## src/sv/axco_pkg.sv

```systemverilog
// Package for the AND/XOR cursor overlay engine.
// Holds shared types, register indexes, opcodes and helper functions.
// No dependencies.
package axco_pkg;

    localparam int SIDE_BITS  = 6;
    localparam int MAX_SIDE   = 1 << SIDE_BITS;
    localparam int ADDR_BITS  = 2 * SIDE_BITS;
    localparam int DEPTH      = MAX_SIDE * MAX_SIDE;
    localparam int COORD_BITS = 16;
    localparam int PIX_BITS   = 32;
    localparam int Q_DEPTH    = 4;
    localparam int Q_BITS     = 2;

    typedef enum logic [2:0] {
        OP_LOAD   = 3'd0,
        OP_POS    = 3'd1,
        OP_BLIT   = 3'd2,
        OP_ERASE  = 3'd3,
        OP_LOCK   = 3'd4,
        OP_UNLOCK = 3'd5,
        OP_UNLOAD = 3'd6,
        OP_NONE   = 3'd7
    } t_op;

    typedef enum logic [1:0] {
        ST_EMPTY   = 2'd0,
        ST_ERASED  = 2'd1,
        ST_BLITTED = 2'd2
    } t_state;

    typedef enum logic [2:0] {
        REG_SCR_W = 3'd0,
        REG_SCR_H = 3'd1,
        REG_CUR_W = 3'd2,
        REG_CUR_H = 3'd3,
        REG_HOT_X = 3'd4,
        REG_HOT_Y = 3'd5,
        REG_BPP   = 3'd6
    } t_reg;

    typedef logic signed [COORD_BITS-1:0] t_coord;

    // classified item handed from front to back
    typedef struct packed {
        logic                  acc;
        logic                  load;
        logic                  blit;
        logic                  erase;
        logic                  hit;
        logic [ADDR_BITS-1:0]  addr;
        logic [PIX_BITS-1:0]   fp;
        logic [PIX_BITS-1:0]   xv;
        logic [PIX_BITS-1:0]   pm;
        t_coord                tx;
        t_coord                ty;
        logic [1:0]            state;
        t_coord                rl;
        t_coord                rt;
        t_coord                rr;
        t_coord                rb;
    } t_job;

    typedef struct packed {
        logic [PIX_BITS-1:0] pixel;
        t_coord              tx;
        t_coord              ty;
        logic                we;
        logic                acc;
        logic [1:0]          state;
        t_coord              rl;
        t_coord              rt;
        t_coord              rr;
        t_coord              rb;
    } t_res;

    function automatic logic [PIX_BITS-1:0] pix_mask(input logic [2:0] bpp);
        case (bpp)
            3'd0, 3'd1: pix_mask = 32'h0000_00FF;
            3'd2:       pix_mask = 32'h0000_FFFF;
            3'd3:       pix_mask = 32'h00FF_FFFF;
            default:    pix_mask = 32'hFFFF_FFFF;
        endcase
    endfunction

    function automatic logic [SIDE_BITS:0] side_lim(input logic [6:0] v);
        side_lim = (v > 7'(MAX_SIDE)) ? (SIDE_BITS+1)'(MAX_SIDE) : v[SIDE_BITS:0];
    endfunction

endpackage

```

## src/sv/axco_queue.sv

```systemverilog
// Short FIFO of classified items between front and back parts.
// Depends on axco_pkg.
module axco_queue (
    input  logic           i_clk,
    input  logic           i_rst_n,
    input  logic           i_push,
    input  axco_pkg::t_job i_job,
    input  logic           i_pop,
    output axco_pkg::t_job o_job,
    output logic           o_empty,
    output logic           o_full
);
    axco_pkg::t_job r_q [axco_pkg::Q_DEPTH];
    logic [axco_pkg::Q_BITS-1:0] r_wp, r_rp;
    logic [axco_pkg::Q_BITS:0]   r_cnt;

    assign o_job   = r_q[r_rp];
    assign o_empty = (r_cnt == '0);
    assign o_full  = (r_cnt == (axco_pkg::Q_BITS+1)'(axco_pkg::Q_DEPTH));

    always_ff @(posedge i_clk) begin
        if (i_push) begin
            r_q[r_wp] <= i_job;
        end
    end

    always_ff @(posedge i_clk) begin
        if (!i_rst_n) begin
            r_wp <= '0; r_rp <= '0; r_cnt <= '0;
        end else begin
            if (i_push) r_wp <= r_wp + 1'b1;
            if (i_pop)  r_rp <= r_rp + 1'b1;
            r_cnt <= r_cnt + (axco_pkg::Q_BITS+1)'(i_push) - (axco_pkg::Q_BITS+1)'(i_pop);
        end
    end
endmodule

```

## config.mk

```make
export PLATFORM = sky130hd
export DESIGN_NAME = axco_queue
export DESIGN_NICKNAME = d
export VERILOG_FILES = /design/src/sv/axco_pkg.sv /design/src/sv/axco_queue.sv
export SDC_FILE = /design/constraint.sdc
export NUM_CORES = 1
export LEC_CHECK = 0
export CAP_MARGIN = 10
export CORE_AREA = 2 2 243 245
export CTS_BUF_LIST = sky130_fd_sc_hd__clkbuf_4
export DETAILED_ROUTE_END_ITERATION = 8
export DIE_AREA = 0 0 245 247
export DONT_BUFFER_PORTS = 1
export PLACE_DENSITY = 0.68
export SYNTH_ARGS = -nofsm -noshare
export SYNTH_HDL_FRONTEND = slang
export SYNTH_SLANG_ARGS = --single-unit
```

## constraint.sdc

```tcl
create_clock -name i_clk -period 18.9 [get_ports i_clk]
set_clock_uncertainty 0.2 [all_clocks]
set_input_delay 1.89 -clock i_clk [delete_from_list [all_inputs] [get_ports i_clk]]
set_output_delay 1.89 -clock i_clk [all_outputs]
set_load 0.005 [all_outputs]
```

==> impl_metrics.yaml, run 1 <==
placed_design:
  dp_slack_ps: 13230
  port_buffers: 0
  post-place-cells: 1890
  post-dp-hpwl_um: 33300
  place_congestion: 0.728
power_and_ir_drop:
  p_leak_uw: 0.0107
  power_density_nw_per_um2: 112
  power_uw: 3830
  ir_worst_vdd_mv: 0.0787
global_routing:
  met1_usage_pct: 21.6
  grtUsageTotal_pct: 18.8
  use_met3_pct: 10.2
  grt-busiest-layer: "met2"
  met2_usage_pct: 29.8
  antenna_found_initial: 2
  grt_pass1_wl_um: 82100
  grt_pass1_vias: 13500
  grt_max_degree: 72
  grt-ovfl-total: 0
logic_synthesis:
  netlist_area_um2: 31100
  synth_cell_type_count: 22
  synth-simple-area-share_pct: 0.241
  ys_seq_area_share_pct: 82.1
  synthesis.instances: 1145
  yosysTopAreaCellShare_pct: 81.5
  syn_nets: 1367
  synth_top_family_by_area: "multiplexers"
  yosysTopAreaCell: "edfxtp_1"
  synth_ff_type: "edfxtp_1"
  ys_warn_count: 0
  yosysMostFrequentCell: "edfxtp_1"
  synth-adder-area-share_pct: 0.306
  synth_enable_flop_cells: 844
  syn_avg_cell_area_um2: 27.2
  ys_ff_latch: 853
  synth_area_leaders: "edfxtp_1 (82%), mux4_2 (15%), buf_12 (1.4%), dfxtp_1 (0.58%), buf_2 (0.31%)"
  synth_mux_area_share_pct: 15.3
  synth_compound_area_share_pct: 0.0483
  netlist_top_cells_count: "edfxtp_1 (844), mux4_2 (211), buf_12 (21)"
  async_flop_share_pct: 0
  synth_xor_area_share_pct: 0.133
floorplan:
  die_w_um: 245
  ios: 428
  fp.dieArea_um2: 60500
  dieHeight_um: 247
  core_area_um2: 58200
  start_util_pct: 53.4
  placementRows: 89
clocking:
  cts_setup_buffers: 0
  clock-sinks: 853
  cts_max_level: 4
  cts_buffer_depth: 3
  numCtsBuffers: 201
  cts_resized: 0
  cts-hold-fix-buffers: 0
  cts_root_buffer: "clkbuf_4"
  clk_latency_ps: 940
  clk_pin_slew_ps: 60
  cts_tree: "built"
route:
  vias: 12600
  drt_iter0_markers: 691
  totalWireLength_um: 55900
  drc: 0
  wl_per_cell_um: 25.0
  vias_per_cell: 5.65
  ant_nets: 0
  drt_pass1_iterations: 4
critical_path:
  worstSetupStartpointType: "flop"
  path_max_fanout: 51
  cp_data_arrival_time_ps: 4320
  slowest_delay_ps: 1010
  endpoint_kind: "primary output"
  critPathMostFrequentCell: "buf_4"
  required_ps: 16810
  reg2reg_from: "r_wp[0]"
  cpMaxStageDelayCell: "dfxtp_4"
  crit_type: "flop to primary output"
  crit_chain: "buf_4 > buf_4 > mux4_2"
sta:
  fin_crit_sh_pct: 33.9
  finalWorstPathRequiredPeriod_ps: 6410
  whs_ps: 354
  setup_viol_count_final: 0
  worst_slack_ps: 12490
  grt_setup_unrepaired: "no"
  fmax_ghz: 0.156
  finalSetupTns_ps: 0
  tightest_slew_ps: 1080
  hold_viol_final: 0
  maxSlewViolCount: 0
  max_slew_margin_pct: 27.9
final_layout:
  multi_input_area_um2: 5000
  fillerInstances: 4070
  final_nets: 1542
  drive_gt1_share_pct: 37.3
  syn_to_final_growth_pct: 9.74
  instances_no_fill: 2237
  regArea_um2: 25500
job:
  maxCapViolations: 0
run_status:
  outcome: "finished clean"
min_path:
  hp-start: "r_rp[1]"
  holdCritPathClass: "flop to flop"
layer usage:
metal,wire length [um],up-vias,part of all wire [%]
met4,940,2,1.7
met3,6610,76,12
met2,28100,471,50
met5,13,-,0.023
met1,20200,6614,36
li1,-,5465,-
registers in the layout, indices dropped and copies added (netlist names), named ones only:
signal	count
r_q	844
r_cnt	3
r_rp	2
r_wp	2
worst max-delay path: cells and delay by family, from the launching register on:
family   cells  cell delay, ps
buf+inv      2            1570
flops        1            1010
mux          1             670
cells in the final DEF (no fill, tap or decap), drive strengths merged:
cell type  instances
fa                 1
dfxtp              9
diode              2
bufinv             1
nand3b             1
nor2               5
buf               19
a21bo              1
mux4             211
nor3               1
ha                 6
inv               11
clkinv            46
and3               1
clkbuf           293
and2               6
clkinvlp           1
xor3               1
edfxtp           844
a21oi              1
xnor2              2
mux2i              1
power by group:
group | switching [uW] | internal, uW | total (uW) | leakage [uW]
Sequential | 26.4 | 2180 | 2200 | 0.00783
Clock | 656 | 720 | 1380 | 0.00148
Combinational | 141 | 110 | 252 | 0.00140
Total | 824 | 3010 | 3830 | 0.0107
through the flow:
step                      util [%]  cell area (um2)
after floorplan                  -            31100
after global placement        54.4            31700
after detailed placement      54.4            31700
after CTS                     58.6            34100
after global routing          58.6            34100
final                         58.6            34100
logic make-up after synthesis:
family                     after synthesis
and+or+nand+nor                         14
DFF                                    853
xor gates and xnor gates                 3
muxes                                  212
buffers and inverters                   54
adders and majority gates                7
AOI/OAI and AO/OA                        2
cell type report:
| type | instances | share of cell area [%] |
|---|---|---|
| flip-flops and latches | 853 | 74.8 |
| multi-input cells | 238 | 14.6 |
| clock buffers | 293 | 6.45 |
| well taps | 773 | 2.83 |
| clock inverters | 52 | 0.741 |
| repair buffers | 19 | 0.418 |
| inverters | 7 | 0.0770 |
| diodes | 2 | 0.0147 |
path summary, 6_finish.rpt:
path / slack [ps] / depth (start not counted) / endpoint
max reg2reg: 16070 / 4 / r_q[2][206]
min: 350 / 2 / flop
max: 12490 / 3 / o_job[54]
min reg2reg: 350 / 2 / flop
(Power assumes the default switching activity.)
==> inputs of run 2 (changes only) <==
--- a/config.mk
+++ b/config.mk
@@ -11,7 +11,7 @@
 export DETAILED_ROUTE_END_ITERATION = 8
 export DIE_AREA = 0 0 245 247
 export DONT_BUFFER_PORTS = 1
-export PLACE_DENSITY = 0.68
+export PLACE_DENSITY = 0.71
 export SYNTH_ARGS = -nofsm -noshare
 export SYNTH_HDL_FRONTEND = slang
 export SYNTH_SLANG_ARGS = --single-unit
==> constraint.sdc (replaced) <==
create_clock -name i_clk -period 5.2 [get_ports i_clk]
set_clock_uncertainty 0.2 [all_clocks]
set_input_delay 0.52 -clock i_clk [delete_from_list [all_inputs] [get_ports i_clk]]
set_output_delay 0.52 -clock i_clk [all_outputs]
set_load 0.005 [all_outputs]
==> impl_metrics.yaml, run 2 (synthesis results as in run 1) <==
floorplan:
  die_w_um: 245
  ios: 428
  start_util_pct: 53.4
  dieHeight_um: 247
  placementRows: 89
  fp.dieArea_um2: 60500
  core_area_um2: 58200
final_layout:
  final_cell_mix: "edfxtp_1 (844), dlygate4sd3_1 (427), clkbuf_4 (280), mux4_2 (211), clkinv_1 (42)"
  final_common_cell: "edfxtp_1"
  syn_to_final_growth_pct: 23.6
  final_nets: 1970
  multi_input_area_um2: 5000
  drive_gt1_share_pct: 28.3
  largest_reg_flops: 844
  final_util_pct: 66.0
  top_register: "r_q"
  largestRegisters: "r_q x844, r_cnt x3"
  instances_no_fill: 2660
  fillerInstances: 3527
  regArea_um2: 25500
critical_path:
  worstSetupStartpointType: "flop"
  crit_type: "flop to primary output"
  required_ps: 4480
  crit_chain: "buf_4 > mux4_2"
  slowest_delay_ps: 940
  cp_data_arrival_time_ps: 3090
  path_max_fanout: 39
  cpMaxStageDelayCell: "dfxtp_4"
  endpoint_kind: "primary output"
clocking:
  numCtsBuffers: 204
  cts_buffer_depth: 3
  cts_root_buffer: "clkbuf_4"
  clk_pin_slew_ps: 60
  cts_setup_buffers: 0
  cts_resized: 0
  cts_max_level: 4
  cts-hold-fix-buffers: 427
  cts_tree: "built"
  clock-sinks: 853
  clk_latency_ps: 990
global_routing:
  grt_pass1_vias: 16200
  grtUsageTotal_pct: 22.4
  grt_max_degree: 144
  grt_pass1_wl_um: 98600
  grt-ovfl-total: 0
  antenna_found_initial: 7
route:
  vias: 14900
  drc: 0
  drt_iter0_markers: 983
  totalWireLength_um: 67000
  ant_nets: 0
  vias_per_cell: 5.59
  drt_pass1_iterations: 5
  wl_per_cell_um: 25.2
power_and_ir_drop:
  p_leak_uw: 0.0125
  power_density_nw_per_um2: 374
  swShare_pct: 23.4
  pwr-share-seq_pct: 55.7
  comb_power_share_pct: 9.1
  p_clk_share_pct: 35.2
  power_switching_uw: 3370
  power_uw: 14400
  ir_worst_vdd_mv: 0.275
  intPower_uw: 11000
placed_design:
  port_buffers: 0
  place_congestion: 0.735
  post-place-cells: 1888
  post-dp-hpwl_um: 33100
min_path:
  holdCritPathClass: "input port to flop"
job:
  maxCapViolations: 0
sta:
  finalSetupTns_ps: 0
  fin_crit_sh_pct: 73.3
  setup_viol_count_final: 0
  fmax_ghz: 0.262
  finalWorstPathRequiredPeriod_ps: 3810
  tightest_slew_ps: 1190
  max_slew_margin_pct: 21.0
  maxSlewViolCount: 0
  hold_viol_final: 0
  grt_setup_unrepaired: "no"
run_status:
  outcome: "finished clean"
run 2: cell types whose count changed in the layout (fill, tap and decap cells not counted), sizes merged:
cell,previous run,this run
dlygate4sd3,0,427
clkbuf,293,280
inv,11,16
clkinv,46,50
diode,2,5
buf,19,17
bufinv,1,0
run 2: path summary, 6_finish.rpt:
| kind | endpoint | startpoint | slack (ps) | cells after the start |
|---|---|---|---|---|
| worst min register to register | r_wp[0] | r_wp[0] | 360 | 2 |
| worst max-delay path | o_job[161] | flop | 1390 | 2 |
| worst max register to register | r_cnt[1] | r_cnt[0] | 1700 | 9 |
| worst min-delay path | r_q[1][162] | i_job[162] | 150 | 1 |
run 2: routing by layer:
metal | track usage, % | vias to the layer above | wire length (um)
met5 | 0 | - | 27
li1 | - | 6311 | -
met2 | 36.7 | 730 | 34200
met1 | 27.0 | 7697 | 24600
met3 | 8.55 | 136 | 6360
met4 | 8.82 | 4 | 1770
run 2: stage by stage:
step	hold WS, ps	area [um2]	setup WS (ps)
floorplan	299	31100	1430
global placement	339	31800	2290
detailed placement	355	31800	2270
CTS	10.9	38400	1120
global route	40.4	38400	1050
finish	153	38400	1390
run 2: cell type report:
class | instances | share of cell area [%]
multi-input cells | 238 | 13.0
repair buffers | 444 | 11.8
diodes | 5 | 0.0325
clock buffers | 280 | 5.47
inverters | 7 | 0.0684
well taps | 773 | 2.52
clock inverters | 60 | 0.654
flip-flops and latches | 853 | 66.4
run 2: critical path, delay by kind of cell (launching register included):
kind,cells,cell delay (ps)
muxes,1,630
DFF,1,940
buffers and inverters,1,520
run 2: power groups by stage:
stage,combinational [uW],clock (uW),sequential (uW)
floorplan,781,0,8130
global placement,963,0,8140
detailed placement,962,0,8170
CTS,1310,5090,8010
global route,1390,5560,8050
finish,1300,5070,8020
==> inputs of run 3 (changes only) <==
==> constraint.sdc (replaced) <==
create_clock -name i_clk -period 3.2 [get_ports i_clk]
set_clock_uncertainty 0.2 [all_clocks]
set_input_delay 0.32 -clock i_clk [delete_from_list [all_inputs] [get_ports i_clk]]
set_output_delay 0.32 -clock i_clk [all_outputs]
set_load 0.005 [all_outputs]
==> impl_metrics.yaml, run 3 (synthesis results as in run 1) <==
run_status:
  outcome: "finished clean"
route:
  drc: 0
  ant_nets: 0
  wl_per_cell_um: 25.4
  vias: 15100
  totalWireLength_um: 68900
  vias_per_cell: 5.57
  drt_iter0_markers: 1079
  drt_pass1_iterations: 4
power_and_ir_drop:
  pwr-share-seq_pct: 54.8
  power_density_nw_per_um2: 607
  comb_power_share_pct: 9.7
  ir_worst_vdd_mv: 0.551
  intPower_uw: 18200
  swShare_pct: 23.3
  power_switching_uw: 5530
  p_leak_uw: 0.0128
  power_uw: 23700
  p_clk_share_pct: 35.5
critical_path:
  slowest_delay_ps: 600
  cpMaxStageDelayCell: "mux4_2"
  worstSetupStartpointType: "flop"
  cp_data_arrival_time_ps: 2500
  r2r.worst_path.cells: 7
  endpoint_kind: "primary output"
  required_ps: 2680
  crit_type: "flop to primary output"
  crit_chain: "buf_4 > buf_12 > mux4_2"
  reg2reg_from: "r_cnt[0]"
  path_max_fanout: 31
floorplan:
  ios: 428
  fp.dieArea_um2: 60500
  placementRows: 89
  die_w_um: 245
  dieHeight_um: 247
  start_util_pct: 53.4
  core_area_um2: 58200
clocking:
  clk_pin_slew_ps: 80
  clock-sinks: 853
  cts_tree: "built"
  cts_buffer_depth: 3
  clk_latency_ps: 1000
  cts_max_level: 4
  numCtsBuffers: 202
  cts_root_buffer: "clkbuf_4"
final_layout:
  instances_no_fill: 2710
  largest_reg_flops: 844
  largestRegisters: "r_q x844, r_cnt x3"
  final_nets: 2012
  syn_to_final_growth_pct: 25.6
  top_register: "r_q"
  final_cell_mix: "edfxtp_1 (844), dlygate4sd3_1 (434), clkbuf_4 (295), mux4_2 (211), clkinv_1 (41)"
  drive_gt1_share_pct: 30.0
  fillerInstances: 3456
  final_common_cell: "edfxtp_1"
sta:
  hold_viol_final: 0
  maxSlewViolCount: 0
  setup_viol_count_final: 0
  fin_crit_sh_pct: 94.2
  finalWorstPathRequiredPeriod_ps: 3020
  tightest_slew_ps: 819
  grt_setup_unrepaired: "no"
  finalSetupTns_ps: 0
  fmax_ghz: 0.332
  max_slew_margin_pct: 45.4
min_path:
  hp-start: "i_job[122]"
  holdCritPathClass: "input port to flop"
  holdPathStages: 2
global_routing:
  grt_max_degree: 98
  antenna_found_initial: 2
  grt-ovfl-total: 0
  grt_pass1_vias: 16500
  grtUsageTotal_pct: 23.0
  grt_pass1_wl_um: 101000
placed_design:
  post-place-cells: 1920
  place_congestion: 0.781
  port_buffers: 0
  post-dp-hpwl_um: 36100
job:
  maxCapViolations: 0
-- run 3: routing by layer --
| metal | wire length, um | track usage (%) | up-vias | share of wire, % |
|---|---|---|---|---|
| li1 | - | - | 6411 | - |
| met1 | 24200 | 26.9 | 7807 | 35 |
| met2 | 36300 | 38.8 | 737 | 53 |
| met3 | 6440 | 8.41 | 131 | 9.3 |
| met4 | 1860 | 9.47 | 2 | 2.7 |
| met5 | 13 | 0 | - | 0.019 |
-- run 3: power groups by stage --
stage | Sequential [uW] | Clock (uW) | Combinational (uW)
after floorplan | 13200 | 0 | 1270
after global placement | 13200 | 0 | 1670
after detailed placement | 13200 | 0 | 1680
after CTS | 13000 | 8430 | 2290
after global routing | 13000 | 9180 | 2440
final | 13000 | 8410 | 2300
-- run 3: critical path, delay by kind of cell (launching register included) --
| kind | cells | cell delay [ps] |
|---|---|---|
| flops | 1 | 390 |
| mux | 1 | 600 |
| buf+inv | 2 | 450 |
-- run 3: cell type report --
| cell class | instances | area (um2) | area share, % |
|---|---|---|---|
| clock inverter | 55 | 234 | 0.599 |
| inverter | 7 | 26.3 | 0.0673 |
| tap | 773 | 967 | 2.48 |
| sequential | 853 | 25500 | 65.4 |
| multi-input combinational | 238 | 5000 | 12.8 |
| timing repair buffer | 488 | 5090 | 13.0 |
| antenna | 1 | 2.50 | 0.00641 |
| clock buffer | 295 | 2210 | 5.67 |
-- run 3: stage by stage --
step                setup slack, ps  util, %  cell area [um2]  hold slack [ps]
detailed placement              827     55.3            32200              219
global placement                831     55.3            32200              219
global route                   2.65     67.1            39100              284
CTS                            29.8     67.1            39100              186
finish                          184     67.1            39100              357
floorplan                       534        -            31100              219
-- run 3: worst paths after layout --
path                 end  slack, ps
max           o_job[142]        180
min          r_q[0][122]        360
max reg2reg     r_cnt[0]        660
min reg2reg      r_rp[0]        370
-- run 3: repair_timing --
item                                   in CTS  in global routing
gates resized for setup                     1                  0
endpoints found under the hold margin    1697                  0
hold buffers                              434                  0
setup endpoints to repair                 200                  0
setup buffers                               5                  0
